$ cat src/design/round_robin_time_slice_scheduler_assert.svh
// Assertion macros shared by the scheduler RTL.
`ifndef ROUND_ROBIN_TIME_SLICE_SCHEDULER_ASSERT_SVH
`define ROUND_ROBIN_TIME_SLICE_SCHEDULER_ASSERT_SVH

// Checks an implication property on the rising clock edge, outside reset.
`define RRTS_ASSERT(label, prop, msg) \
	label: assert property (@(posedge clk) disable iff (!arst_n) prop) else $error(msg);

// Checks that a condition holds at every clock edge outside reset.
`define RRTS_ALWAYS(label, cond, msg) \
	label: assert property (@(posedge clk) disable iff (!arst_n) (cond)) else $error(msg);

`endif

$ cat src/design/rrts_pkg.sv
`timescale 1ns / 1ps
`default_nettype none
package rrts_pkg;
	localparam int MaxProcesses = 16;
	localparam int TimeW = 24;
	localparam logic [TimeW-1:0] QuantumReset = 24'd2500;
	localparam logic [TimeW-1:0] TimeMax = 24'hFFFFFF;

	localparam logic [1:0] CMD_LOAD  = 2'd0;
	localparam logic [1:0] CMD_SLICE = 2'd1;
	localparam logic [1:0] CMD_CLEAR = 2'd2;

	localparam logic [2:0] ST_LOADED   = 3'd0;
	localparam logic [2:0] ST_REJECTED = 3'd1;
	localparam logic [2:0] ST_RAN      = 3'd2;
	localparam logic [2:0] ST_ALL_DONE = 3'd3;
	localparam logic [2:0] ST_CLEARED  = 3'd4;

	typedef struct packed {
		logic [TimeW-1:0] waiting;
		logic [TimeW-1:0] turnaround;
		logic             finished;
		logic [TimeW-1:0] slice_end;
		logic [TimeW-1:0] slice_start;
		logic [3:0]       slot;
		logic [2:0]       status;
	} result_t;
endpackage
`default_nettype wire

$ cat src/design/rrts_ram.sv
`timescale 1ns / 1ps
`default_nettype none
module rrts_ram #(
	parameter int Width = 8,
	parameter int Depth = 16,
	parameter int AddrW = (Depth > 1) ? $clog2(Depth) : 1
) (
	input  wire              clk,
	input  wire              we,
	input  wire  [AddrW-1:0] waddr,
	input  wire  [Width-1:0] wdata,
	input  wire  [AddrW-1:0] raddr,
	output logic [Width-1:0] rdata
);
	logic [Width-1:0] mem [Depth];

	always_ff @(posedge clk) begin
		if (we) begin
			mem[waddr] <= wdata;
		end
		rdata <= mem[raddr];
	end
endmodule
`default_nettype wire

$ cat src/design/round_robin_time_slice_scheduler.sv
`timescale 1ns / 1ps
`default_nettype none
// Channel   Direction  Item
// s_*       in         cmd, arrival, burst
// m_*       out        status, slot, slice start, slice end, finished, turnaround, waiting
// APB       in/out     time_quantum at byte address 0
//
// The admission scan reads one job table entry a cycle from a RAM with one
// write port and one read port, and the job table is scanned a second time
// when time has to jump ahead to the earliest pending arrival.
// Reset is asynchronous and needs no clearing pass; the job and ring RAMs are
// only read at entries already written. A full output register holds the
// block in its last state until the item is taken.
module round_robin_time_slice_scheduler #(
	parameter int MAX_PROCESSES = rrts_pkg::MaxProcesses
) (
	input  wire          clk,
	input  wire          arst_n,
	input  wire          s_tvalid,
	output logic         s_tready,
	input  wire  [55:0]  s_tdata,   // cmd[1:0], arrival[25:2], burst[49:26]
	output logic         m_tvalid,
	input  wire          m_tready,
	output logic [103:0] m_tdata,   // status, slot, slice start, slice end, finished,
	                                // turnaround, waiting (from bit 0 up)
	input  wire          psel,
	input  wire          penable,
	input  wire          pwrite,
	input  wire  [2:0]   paddr,
	input  wire  [31:0]  pwdata,
	output logic [31:0]  prdata,
	output logic         pready
);
	import rrts_pkg::*;

	localparam int IW = (MAX_PROCESSES > 1) ? $clog2(MAX_PROCESSES) : 1;
	localparam int CW = $clog2(MAX_PROCESSES + 1);
	localparam int JW = 3 * TimeW;
	localparam logic [CW-1:0] CntMax = CW'(MAX_PROCESSES);
	localparam logic [IW-1:0] IdxLast = IW'(MAX_PROCESSES - 1);

	localparam logic [2:0] S_IDLE = 3'd0;
	localparam logic [2:0] S_SCAN = 3'd1;
	localparam logic [2:0] S_DISP = 3'd2;
	localparam logic [2:0] S_POP  = 3'd3;
	localparam logic [2:0] S_EXEC = 3'd4;
	localparam logic [2:0] S_FIN  = 3'd5;
	localparam logic [2:0] S_EMIT = 3'd6;

	logic [2:0]       state_q;
	logic [TimeW-1:0] quantum_q;
	logic [MAX_PROCESSES-1:0] queued_q;
	logic [IW-1:0]    head_q, tail_q;
	logic [CW-1:0]    count_q, loaded_q, done_q;
	logic [TimeW-1:0] now_q;
	logic [CW-1:0]    scan_idx_q;
	logic             pass_q;
	logic             valid_s1;
	logic [IW-1:0]    idx_s1;
	logic             found_q;
	logic [TimeW-1:0] best_q;
	logic [IW-1:0]    slot_q;
	logic [TimeW-1:0] arr_q, bur_q, rem_q, start_q, end_q;
	result_t          res_q;
	logic             m_tvalid_q;
	logic [103:0]     m_tdata_q;

	logic [1:0]       in_cmd;
	logic [TimeW-1:0] in_arr, in_bur;
	assign in_cmd = s_tdata[1:0];
	assign in_arr = s_tdata[25:2];
	assign in_bur = s_tdata[49:26];

	logic accept;
	assign s_tready = (state_q == S_IDLE);
	assign accept = s_tvalid && s_tready;

	// Configuration port.
	assign pready = 1'b1;
	assign prdata = (paddr[2] == 1'b0) ? {8'b0, quantum_q} : 32'b0;
	always_ff @(posedge clk or negedge arst_n) begin
		if (!arst_n) begin
			quantum_q <= QuantumReset;
		end else if (psel && penable && pwrite && pready && paddr[2] == 1'b0) begin
			quantum_q <= pwdata[TimeW-1:0];
		end
	end

	// Memories: job table {arrival, burst, remaining} and the ready ring.
	logic          job_we;
	logic [IW-1:0] job_waddr, job_raddr;
	logic [JW-1:0] job_wdata, job_rdata;
	logic          ring_we;
	logic [IW-1:0] ring_wdata, ring_rdata;

	rrts_ram #(.Width(JW), .Depth(MAX_PROCESSES)) u_job_ram (
		.clk(clk), .we(job_we), .waddr(job_waddr), .wdata(job_wdata),
		.raddr(job_raddr), .rdata(job_rdata)
	);
	rrts_ram #(.Width(IW), .Depth(MAX_PROCESSES)) u_ring_ram (
		.clk(clk), .we(ring_we), .waddr(tail_q), .wdata(ring_wdata),
		.raddr(head_q), .rdata(ring_rdata)
	);

	logic [TimeW-1:0] rd_arr, rd_rem;
	assign rd_arr = job_rdata[JW-1 -: TimeW];
	assign rd_rem = job_rdata[TimeW-1:0];

	logic admit_hit, pend_hit;
	assign admit_hit = valid_s1 && rd_arr <= now_q && rd_rem != '0 && !queued_q[idx_s1];
	assign pend_hit  = valid_s1 && rd_rem != '0 && rd_arr > now_q;

	logic scan_issue;
	assign scan_issue = (state_q == S_SCAN) && (scan_idx_q < loaded_q);

	// Slice arithmetic.
	logic [TimeW-1:0] q_eff, run;
	logic [TimeW:0]   sum;
	assign q_eff = (quantum_q == '0) ? TimeW'(1) : quantum_q;
	assign run   = (rd_rem < q_eff) ? rd_rem : q_eff;
	assign sum   = {1'b0, now_q} + {1'b0, run};

	logic [TimeW-1:0] tat;
	assign tat = end_q - arr_q;

	logic [IW+3:0] slot_ext;
	assign slot_ext = {4'b0, slot_q};
	logic [CW+3:0] load_ext;
	assign load_ext = {4'b0, loaded_q};

	always_comb begin
		job_we    = 1'b0;
		job_waddr = loaded_q[IW-1:0];
		job_wdata = {in_arr, in_bur, in_bur};
		job_raddr = scan_idx_q[IW-1:0];
		ring_we   = 1'b0;
		ring_wdata = slot_q;
		if (accept && in_cmd == CMD_LOAD && loaded_q < CntMax) begin
			job_we = 1'b1;
		end
		if (state_q == S_POP) begin
			job_raddr = ring_rdata;
		end
		if (state_q == S_EXEC) begin
			job_we    = 1'b1;
			job_waddr = slot_q;
			job_wdata = {rd_arr, job_rdata[2*TimeW-1 -: TimeW], rd_rem - run};
		end
		if (state_q == S_SCAN && admit_hit) begin
			ring_we    = 1'b1;
			ring_wdata = idx_s1;
		end
		if (state_q == S_FIN && rem_q != '0) begin
			ring_we = 1'b1;
		end
	end

	function automatic logic [IW-1:0] ring_next(input logic [IW-1:0] p);
		ring_next = (p == IdxLast) ? '0 : p + IW'(1);
	endfunction

	always_ff @(posedge clk or negedge arst_n) begin
		if (!arst_n) begin
			state_q    <= S_IDLE;
			queued_q   <= '0;
			head_q     <= '0;
			tail_q     <= '0;
			count_q    <= '0;
			loaded_q   <= '0;
			done_q     <= '0;
			now_q      <= '0;
			scan_idx_q <= '0;
			pass_q     <= 1'b0;
			valid_s1   <= 1'b0;
			found_q    <= 1'b0;
		end else begin
			valid_s1 <= scan_issue;
			case (state_q)
				S_IDLE: begin
					if (accept) begin
						res_q <= '0;
						case (in_cmd)
							CMD_LOAD: begin
								state_q <= S_EMIT;
								if (loaded_q >= CntMax) begin
									res_q.status <= ST_REJECTED;
								end else begin
									res_q.status <= ST_LOADED;
									res_q.slot   <= load_ext[3:0];
									queued_q[loaded_q[IW-1:0]] <= 1'b0;
									loaded_q <= loaded_q + CW'(1);
									if (in_bur == '0) begin
										done_q <= done_q + CW'(1);
									end
								end
							end
							CMD_CLEAR: begin
								state_q  <= S_EMIT;
								res_q.status <= ST_CLEARED;
								queued_q <= '0;
								head_q   <= '0;
								tail_q   <= '0;
								count_q  <= '0;
								loaded_q <= '0;
								done_q   <= '0;
								now_q    <= '0;
							end
							CMD_SLICE: begin
								if (done_q >= loaded_q) begin
									state_q <= S_EMIT;
									res_q.status <= ST_ALL_DONE;
								end else begin
									state_q    <= S_SCAN;
									scan_idx_q <= '0;
									pass_q     <= 1'b0;
									found_q    <= 1'b0;
								end
							end
							default: begin
								state_q <= S_IDLE;
							end
						endcase
					end
				end
				S_SCAN: begin
					if (scan_issue) begin
						scan_idx_q <= scan_idx_q + CW'(1);
						idx_s1     <= scan_idx_q[IW-1:0];
					end
					if (admit_hit) begin
						queued_q[idx_s1] <= 1'b1;
						tail_q  <= ring_next(tail_q);
						count_q <= count_q + CW'(1);
					end
					if (pend_hit && (!found_q || rd_arr < best_q)) begin
						found_q <= 1'b1;
						best_q  <= rd_arr;
					end
					if (!scan_issue && !valid_s1) begin
						if (count_q != '0) begin
							state_q <= S_DISP;
						end else if (!pass_q && found_q) begin
							// Nothing ready: jump to the earliest arrival and rescan.
							now_q      <= best_q;
							pass_q     <= 1'b1;
							scan_idx_q <= '0;
						end else begin
							state_q <= S_EMIT;
							res_q.status <= ST_ALL_DONE;
						end
					end
				end
				S_DISP: begin
					state_q <= S_POP;
				end
				S_POP: begin
					slot_q  <= ring_rdata;
					head_q  <= ring_next(head_q);
					count_q <= count_q - CW'(1);
					state_q <= S_EXEC;
				end
				S_EXEC: begin
					arr_q   <= rd_arr;
					bur_q   <= job_rdata[2*TimeW-1 -: TimeW];
					rem_q   <= rd_rem - run;
					start_q <= now_q;
					end_q   <= sum[TimeW] ? TimeMax : sum[TimeW-1:0];
					now_q   <= sum[TimeW] ? TimeMax : sum[TimeW-1:0];
					state_q <= S_FIN;
				end
				S_FIN: begin
					res_q.status      <= ST_RAN;
					res_q.slot        <= slot_ext[3:0];
					res_q.slice_start <= start_q;
					res_q.slice_end   <= end_q;
					if (rem_q != '0) begin
						tail_q  <= ring_next(tail_q);
						count_q <= count_q + CW'(1);
					end else begin
						queued_q[slot_q] <= 1'b0;
						done_q <= done_q + CW'(1);
						res_q.finished   <= 1'b1;
						res_q.turnaround <= tat;
						res_q.waiting    <= (tat > bur_q) ? tat - bur_q : '0;
					end
					state_q <= S_EMIT;
				end
				S_EMIT: begin
					if (!m_tvalid_q || m_tready) begin
						state_q <= S_IDLE;
					end
				end
				default: begin
					state_q <= S_IDLE;
				end
			endcase
		end
	end

	// Output register.
	always_ff @(posedge clk or negedge arst_n) begin
		if (!arst_n) begin
			m_tvalid_q <= 1'b0;
		end else if (state_q == S_EMIT && (!m_tvalid_q || m_tready)) begin
			m_tvalid_q <= 1'b1;
		end else if (m_tready) begin
			m_tvalid_q <= 1'b0;
		end
	end
	always_ff @(posedge clk) begin
		if (state_q == S_EMIT && (!m_tvalid_q || m_tready)) begin
			m_tdata_q <= res_q;
		end
	end
	assign m_tvalid = m_tvalid_q;
	assign m_tdata  = m_tdata_q;

`include "round_robin_time_slice_scheduler_assert.svh"

	`RRTS_ALWAYS(a_ring_bound, count_q <= CntMax, "ready ring count above capacity")
	`RRTS_ALWAYS(a_done_bound, done_q <= loaded_q, "more jobs finished than loaded")
	`RRTS_ASSERT(a_pop_nonempty, (state_q == S_DISP) |-> (count_q != '0), "pop from empty ring")
	`RRTS_ASSERT(a_fin_emit, (state_q == S_FIN) |=> (state_q == S_EMIT), "slice result lost")
endmodule
`default_nettype wire
$ cat config.mk
export PLATFORM = sky130hd
export DESIGN_NAME = round_robin_time_slice_scheduler
export DESIGN_NICKNAME = d
export VERILOG_FILES = /design/src/design/rrts_pkg.sv /design/src/design/rrts_ram.sv /design/src/design/round_robin_time_slice_scheduler.sv
export VERILOG_INCLUDE_DIRS = /design/src /design/src/design
export SDC_FILE = /design/constraint.sdc
export NUM_CORES = 2
export LEC_CHECK = 0
export ABC_AREA = 1
export BUFFER_PORTS_ARGS = -buffer_cell sky130_fd_sc_hd__buf_2
export CAP_MARGIN = 20
export CORE_MARGIN = 10
export CORE_UTILIZATION = 30
export DETAILED_ROUTE_END_ITERATION = 8
export PLACE_DENSITY_LB_ADDON = 0.2
export SLEW_MARGIN = 20
export SYNTH_ARGS = -nofsm -noshare
export SYNTH_HDL_FRONTEND = slang
export SYNTH_HIERARCHICAL = 1
export SYNTH_SLANG_ARGS = --single-unit
export TNS_END_PERCENT = 5
$ cat constraint.sdc
create_clock -name clk -period 7.9 [get_ports clk]
set_input_delay 0.395 -clock clk [delete_from_list [all_inputs] [get_ports clk]]
set_output_delay 0.395 -clock clk [all_outputs]
set_load 0.1 [all_outputs]
After elaboration in Yosys (flattened, before gate mapping)
Memory sizes are Yosys's and may differ from the RTL's. A register that Yosys moved wholly into a read port is not among the register bits.
Index checks and enable logic that the tools add are counted.

operators by class
  eq/ne operators = 28
  divide/modulo/power cells = 0
  add/sub/neg operators = 11
  mux-type cells = 97
  shift-type cells = 0
  bitwise gates (word level) = 6
  order comparisons = 15
  $mul = 0
  reduce and logical (&&, ||, !) cells = 63

operator list
  kind                                       number
  24-bit 2-to-1 mux                          10
  101-bit one-hot mux with 2 select lines    1
  104-bit 2-to-1 mux                         1
  5-bit 2-to-1 mux                           16
  72-bit 2-to-1 mux                          1
  24-bit one-hot mux with 3 select lines     1
  24-bit subtractor                          3
  16-bit 2-to-1 mux                          4
  49-bit 2-to-1 mux                          1
  24-bit > comparator                        2
  24-bit logical NOT                         2
  24-bit less-than comparator                2
  16-bit one-hot mux with 3 select lines     1
  24-bit nonzero test                        2
  4-bit 2-to-1 mux                           11
  5-bit one-hot mux with 2 select lines      4
  16-bit bitwise AND                         2
  16-bit inverter                            2
  16-bit one-hot mux with 2 select lines     1
  3-bit 2-to-1 mux                           9
  24-bit by 24-bit adder with 25-bit output  1
  24-bit less-or-equal comparator            1
  6-bit AND reduction                        4
  1-bit 2-to-1 mux                           22
  other kinds (47)                           116

storage, ports and cells
  output and inout port bits = 139
  bits in latches = 0
  bits in registers = 459
  input port bits = 98
  memory bits (writable) = 1,216
  bits in read-only memories = 0
  word-level logic and storage cells = 252
  memories kept = 2

memories
  name            words  width  rd ports  clocked after Yosys merged registers in  wr ports  line            RTL
  u_job_ram.mem   16     72     1         1                                        1         rrts_ram.sv:15  logic [Width-1:0] mem [Depth];
  u_ring_ram.mem  16     4      1         1                                        1         rrts_ram.sv:15

Depth between registers and ports, before layout
  depth after elaboration = 10
  mapped depth = 36

Cells and area by module
Netlist, hierarchy kept.

by module, submodules not included
  module                            times used  cells each  area each (µm²)
  rrts_ram at u_job_ram             1           4,732       50,719.9
  round_robin_time_slice_scheduler  1           2,677       25,489.4
  rrts_ram at u_ring_ram            1           290         2,966.6

Least setup slack after synthesis
OpenSTA, ideal clock, no wires.

  path type = reg-to-reg
  start point = register state_q[2]
  end point = register arr_q[0], enable pin
  path slack = 0.933 ns
  buffers on the path = 2
  arrival = 6.366 ns
  stages on the path, launching flop included = 7
  cells stage by stage = dfrtp_1 -> buf_2 -> inv_1 -> nor2_1 -> clkinv_1 -> clkbuf_1 -> nor2_1

between the ends
  longest elaborated chain between the ends = 2

ends and longest elaborated chain
  what                           line                                     RTL
  start, declared                round_robin_time_slice_scheduler.sv:50   logic [2:0] state_q;
  start signal, assigned         round_robin_time_slice_scheduler.sv:164  state_q <= S_IDLE;
  start signal, assigned         round_robin_time_slice_scheduler.sv:184  state_q <= S_EMIT;
  start signal, assigned         round_robin_time_slice_scheduler.sv:198  state_q <= S_EMIT;
  3-bit equality test            round_robin_time_slice_scheduler.sv:178  case (state_q)
  2-bit AND reduction (no line)  n/a
  end signal, assigned           round_robin_time_slice_scheduler.sv:263  arr_q <= rd_arr;
  end, declared                  round_robin_time_slice_scheduler.sv:63   logic [TimeW-1:0] arr_q, bur_q, rem_q, start_q, end_q;

No other way between the ends.
A chain may end at the register's enable or synchronous reset.

Final worst setup path
  start point = register quantum_q[11]
  end point = register end_q[14], data pin

between the ends
  longest elaborated chain between the ends = 6

ends and longest elaborated chain
  what                                         line                                     RTL
  start, declared                              round_robin_time_slice_scheduler.sv:51   logic [TimeW-1:0] quantum_q;
  start signal, assigned                       round_robin_time_slice_scheduler.sv:83   quantum_q <= QuantumReset;
  start signal, assigned                       round_robin_time_slice_scheduler.sv:85   quantum_q <= pwdata[TimeW-1:0];
  24-bit logical NOT                           round_robin_time_slice_scheduler.sv:119  assign q_eff = (quantum_q == '0) ? TimeW'(1) : quantum_q;
  24-bit 2-to-1 mux *                          round_robin_time_slice_scheduler.sv:119
  24-bit less-than comparator                  round_robin_time_slice_scheduler.sv:120  assign run = (rd_rem < q_eff) ? rd_rem : q_eff;
  24-bit 2-to-1 mux *                          round_robin_time_slice_scheduler.sv:120
  24-bit by 24-bit adder with 25-bit output *  round_robin_time_slice_scheduler.sv:121  assign sum = {1'b0, now_q} + {1'b0, run};
  24-bit 2-to-1 mux *                          n/a
  end signal, assigned                         round_robin_time_slice_scheduler.sv:267  end_q <= sum[TimeW] ? TimeMax : sum[TimeW-1:0];
  end, declared                                round_robin_time_slice_scheduler.sv:63

Every way passes the cells marked *; elsewhere a longest branch is shown, timed or not.

==> flow_metrics.tcl <==
set metrics [dict create \
    outcome "complete, no violations" \
    ys_types 77 \
    grt_util_all_layers_pct 16.2 \
    antenna_found_initial 18 \
    power_mw 39.0 \
    combPwrFrac_pct 44.4 \
    synth_edf_count 1576 \
    wirelength_um 237000 \
    rows 188 \
    slew_viol_final 0 \
    start_util_pct 30.2 \
    path_max_fanout 50 \
    p_sw_mw 17.1 \
    placed_area_um2 84200 \
    cts_tree "built" \
    cts_max_path_buffers 3 \
    globalplace.congestion 0.898 \
    hold_violations 0 \
    p_int_mw 21.9 \
    cp_num_buf_inv 3 \
    root_buffer "clkbuf_16" \
    dr.first_iter.drc_count 4131 \
    worstSetupStartpointType "flip-flop" \
    io_pins 237 \
    overflow 0 \
    yosys_warnings 6 \
    syn_area_um2 79200 \
    cts.sinks 1751 \
    crit_path_frequent_cell "a21oi_1" \
    fin_ws_ns 1.87 \
    layout.cells.non_filler 11600 \
    via_count 53100 \
    area_growth_pct 14.1 \
    drtPass1Iterations 6 \
    grt_max_degree 306 \
    numCtsBuffers 182 \
    yosysSeqAreaShare_pct 64.8 \
    synth_top_area_share_pct 59.8 \
    hold_depth 3 \
    holdWs_ns 0.110 \
    clk_pin_slew_ns 0.06 \
    netlist_top_cells_area "edfxtp_1 (60%), nand2_1 (9.8%), inv_1 (6.4%)" \
    critical_path_arrival_ns 6.54 \
    dpl.cell_count 11200 \
    max_slew_margin_pct 9.41 \
    fin_skew_ns 0.0341 \
    die_w_um 534 \
    via_per_inst 4.58 \
    power.leakage_nw 38.0 \
    wl_per_cell_um 20.5 \
    io_buffers 211 \
    clkLatencyLatePin_ns 0.83 \
    die_h_um 534 \
    crit_cells 17 \
    worst-setup-path-type "reg -> reg" \
    fp.coreArea_um2 263000 \
    critical_path.top_delay_family "compound AO/OA/AOI/OAI gates" \
    min_period_ns 6.03 \
    yosysTopAreaCell "edfxtp_1" \
    route.detailed.drc 0 \
    fin_nets 8194 \
    power_density_nw_per_um2 432 \
    dp_slack_ns 1.90 \
    ctsResizeCount 0 \
    grt_pass1_vias 51300 \
    cp_cell_sequence "inv_1 -> ha_1 -> a21oi_1 -> o21a_1 -> o221ai_1 -> a21oi_1 -> nand2_4 -> o21ai_0 -> ha_1 -> a21oi_1 -> o221ai_1 -> inv_1 -> nor2_1 -> a2111oi_0 -> nand2_2 -> inv_2 -> nand3_2" \
    async_reset_ff_share_pct 5.65 \
    crit_path_end_kind "flip-flop" \
    synth_seq_cells 1751 \
    p_seq_share_pct 33.9 \
    syn_inst 7699 \
    h-tree-depth 4 \
    cp_slowest_stage_delay_ns 1.14 \
    r2r_cells 17 \
    drtAntennaViolNets 0 \
    min_period_over_period_pct 76.3 \
    synthFlopType "edfxtp_1" \
    hpwl_um 139000 \
    drive_gt1_share_pct 8.98 \
    rsz0062_at_grt "false" \
    max_freq_ghz 0.166 \
    hp-class "in -> reg" \
    max_cap_violations 0 \
    final_area_um2 90300 \
    tns_ns 0 \
    ir_worst_vdd_uv 526 \
    power_frac_clock_pct 21.7 \
    crit_slowest_cell "o21ai_0" \
    cp.required_ns 8.41 \
    final_core_util_pct 34.4 \
    finalSetupViolations 0 \
    p_sw_share_pct 43.8 \
    tightest_slew_ns 1.36 \
    grt_pass1_wl_um 349000 \
    avgSynthCellArea_um2 10.3 \
    die-area_um2 285000 \
]
[final cells by class]
cell class                 count  area (µm²)
antenna                        7        17.5
clock buffer                 254        5030
clock inverter                84         801
fill                       26400      172000
inverter                    1367        5180
multi-input combinational   4271       21200
sequential                  1751       51300
tap                         3515        4400
timing repair buffer         336        2350
[layout by cell type (no fill, tap or decap), types with 8 or more instances in the layout]
cell           synthesis  final
buf_2                139    210
clkbuf_1              63     57
nor3_1                30     30
dfrtp_1               94     94
bufinv_16              0     12
clkbuf_8               0     10
a22oi_1               11     11
a32oi_1                8      8
nor2_4                 1     21
nand2_1             2062   2062
o21a_1                19     19
a31oi_1               16     16
clkinv_1               5     26
dfxtp_1               76     76
clkinv_2               0     33
o21ai_1               16     16
nand3_1              985    984
o22ai_1                8      8
inv_1               1346   1345
nand4_1               36     36
ha_1                 182    182
conb_1                 2      9
buf_12                 1     21
xnor2_1               16     16
a22oi_2               12     12
a21oi_2                7      8
clkbuf_16              0    187
nor2_1               290    269
dlygate4sd3_1          0     27
o21ai_0              130    125
buf_4                 75     77
edfxtp_1            1576   1576
o21ai_2               10     11
nor4_1                23     23
nand3_2               20     21
and2_1                 8      8
xor2_1                41     41
a21oi_1              205    203
inv_2                 12     12
nand2_2               21     21
[metal layers]
layer / track usage, % / part of all wire [%] / vias to the layer above
li1: - / - / 25700
met1: 22.3 / 46 / 25700
met2: 26.0 / 45 / 1360
met3: 2.41 / 5.0 / 349
met4: 5.47 / 3.4 / 4
met5: 0 / 0.0097 / -
[Yosys cell counts (10+ instances only)]
master       n
nand2_1   2062
edfxtp_1  1576
inv_1     1346
nand3_1    985
nor2_1     290
a21oi_1    205
ha_1       182
buf_2      139
o21ai_0    130
dfrtp_1     94
dfxtp_1     76
buf_4       75
clkbuf_1    63
xor2_1      41
nand4_1     36
nor3_1      30
buf_1       28
nor4_1      23
nand2_2     21
nand3_2     20
o21a_1      19
a31oi_1     16
o21ai_1     16
xnor2_1     16
a22oi_2     12
inv_2       12
a22oi_1     11
buf_6       11
o21ai_2     10
[state kept, by name (all words and copies together) (netlist names), 16 cells and up]
signal,flops
queued_q,16
u_job_ram/mem,1152
quantum_q,24
best_q,24
u_ring_ram/mem,64
now_q,24
rem_q,24
res_q,104
arr_q,24
bur_q,24
m_tdata,104
end_q,24
start_q,24
u_job_ram/rdata,72
[kinds of logic after synthesis]
| kind of cell | count (synthesis) | synth area share [%] |
|---|---|---|
| adders and majority gates | 187 | 3.00 |
| and+or+nand+nor | 3507 | 18.9 |
| xor gates and xnor gates | 61 | 0.713 |
| buffers and inverters | 1684 | 8.70 |
| other | 2 | 0.00949 |
| DFF | 1751 | 64.8 |
| AOI/OAI and AO/OA | 507 | 3.87 |
[tightest hold or removal path, cell delays in order]
cell and delay, ns:
buf_2 0.11, nand2_1 0.17, nor2_1 0.14
[power groups by stage]
stage	Combinational [mW]	Sequential (mW)	Clock, mW
5_1_grt	19.2	13.3	9.05
3_3_place_gp	17.3	13.4	0
6_report	17.3	13.2	8.48
4_1_cts	17.4	13.2	8.71
3_5_place_dp	17.3	13.4	0
2_1_floorplan	11.4	13.7	0
[path summary, 6_finish.rpt]
kind | start | end | slack (ns)
worst max-delay path | quantum_q[11] | end_q[14] | 1.87
worst min-delay path | s_tdata[1] | res_q[2] | 0.11
worst max register to register | quantum_q[11] | end_q[14] | 1.87
worst min register to register | res_q[26] | m_tdata[26] | 0.41
max in group asynchronous | arst_n | quantum_q[17] | 6.41
min in group asynchronous | arst_n | count_q[0] | 0.14
[repair_timing]
action,in CTS,in global routing
hold buffers,27,0
buffers inserted,0,0
hold endpoints to repair,69,0
Note: power is estimated with default switching activity, not from simulation.
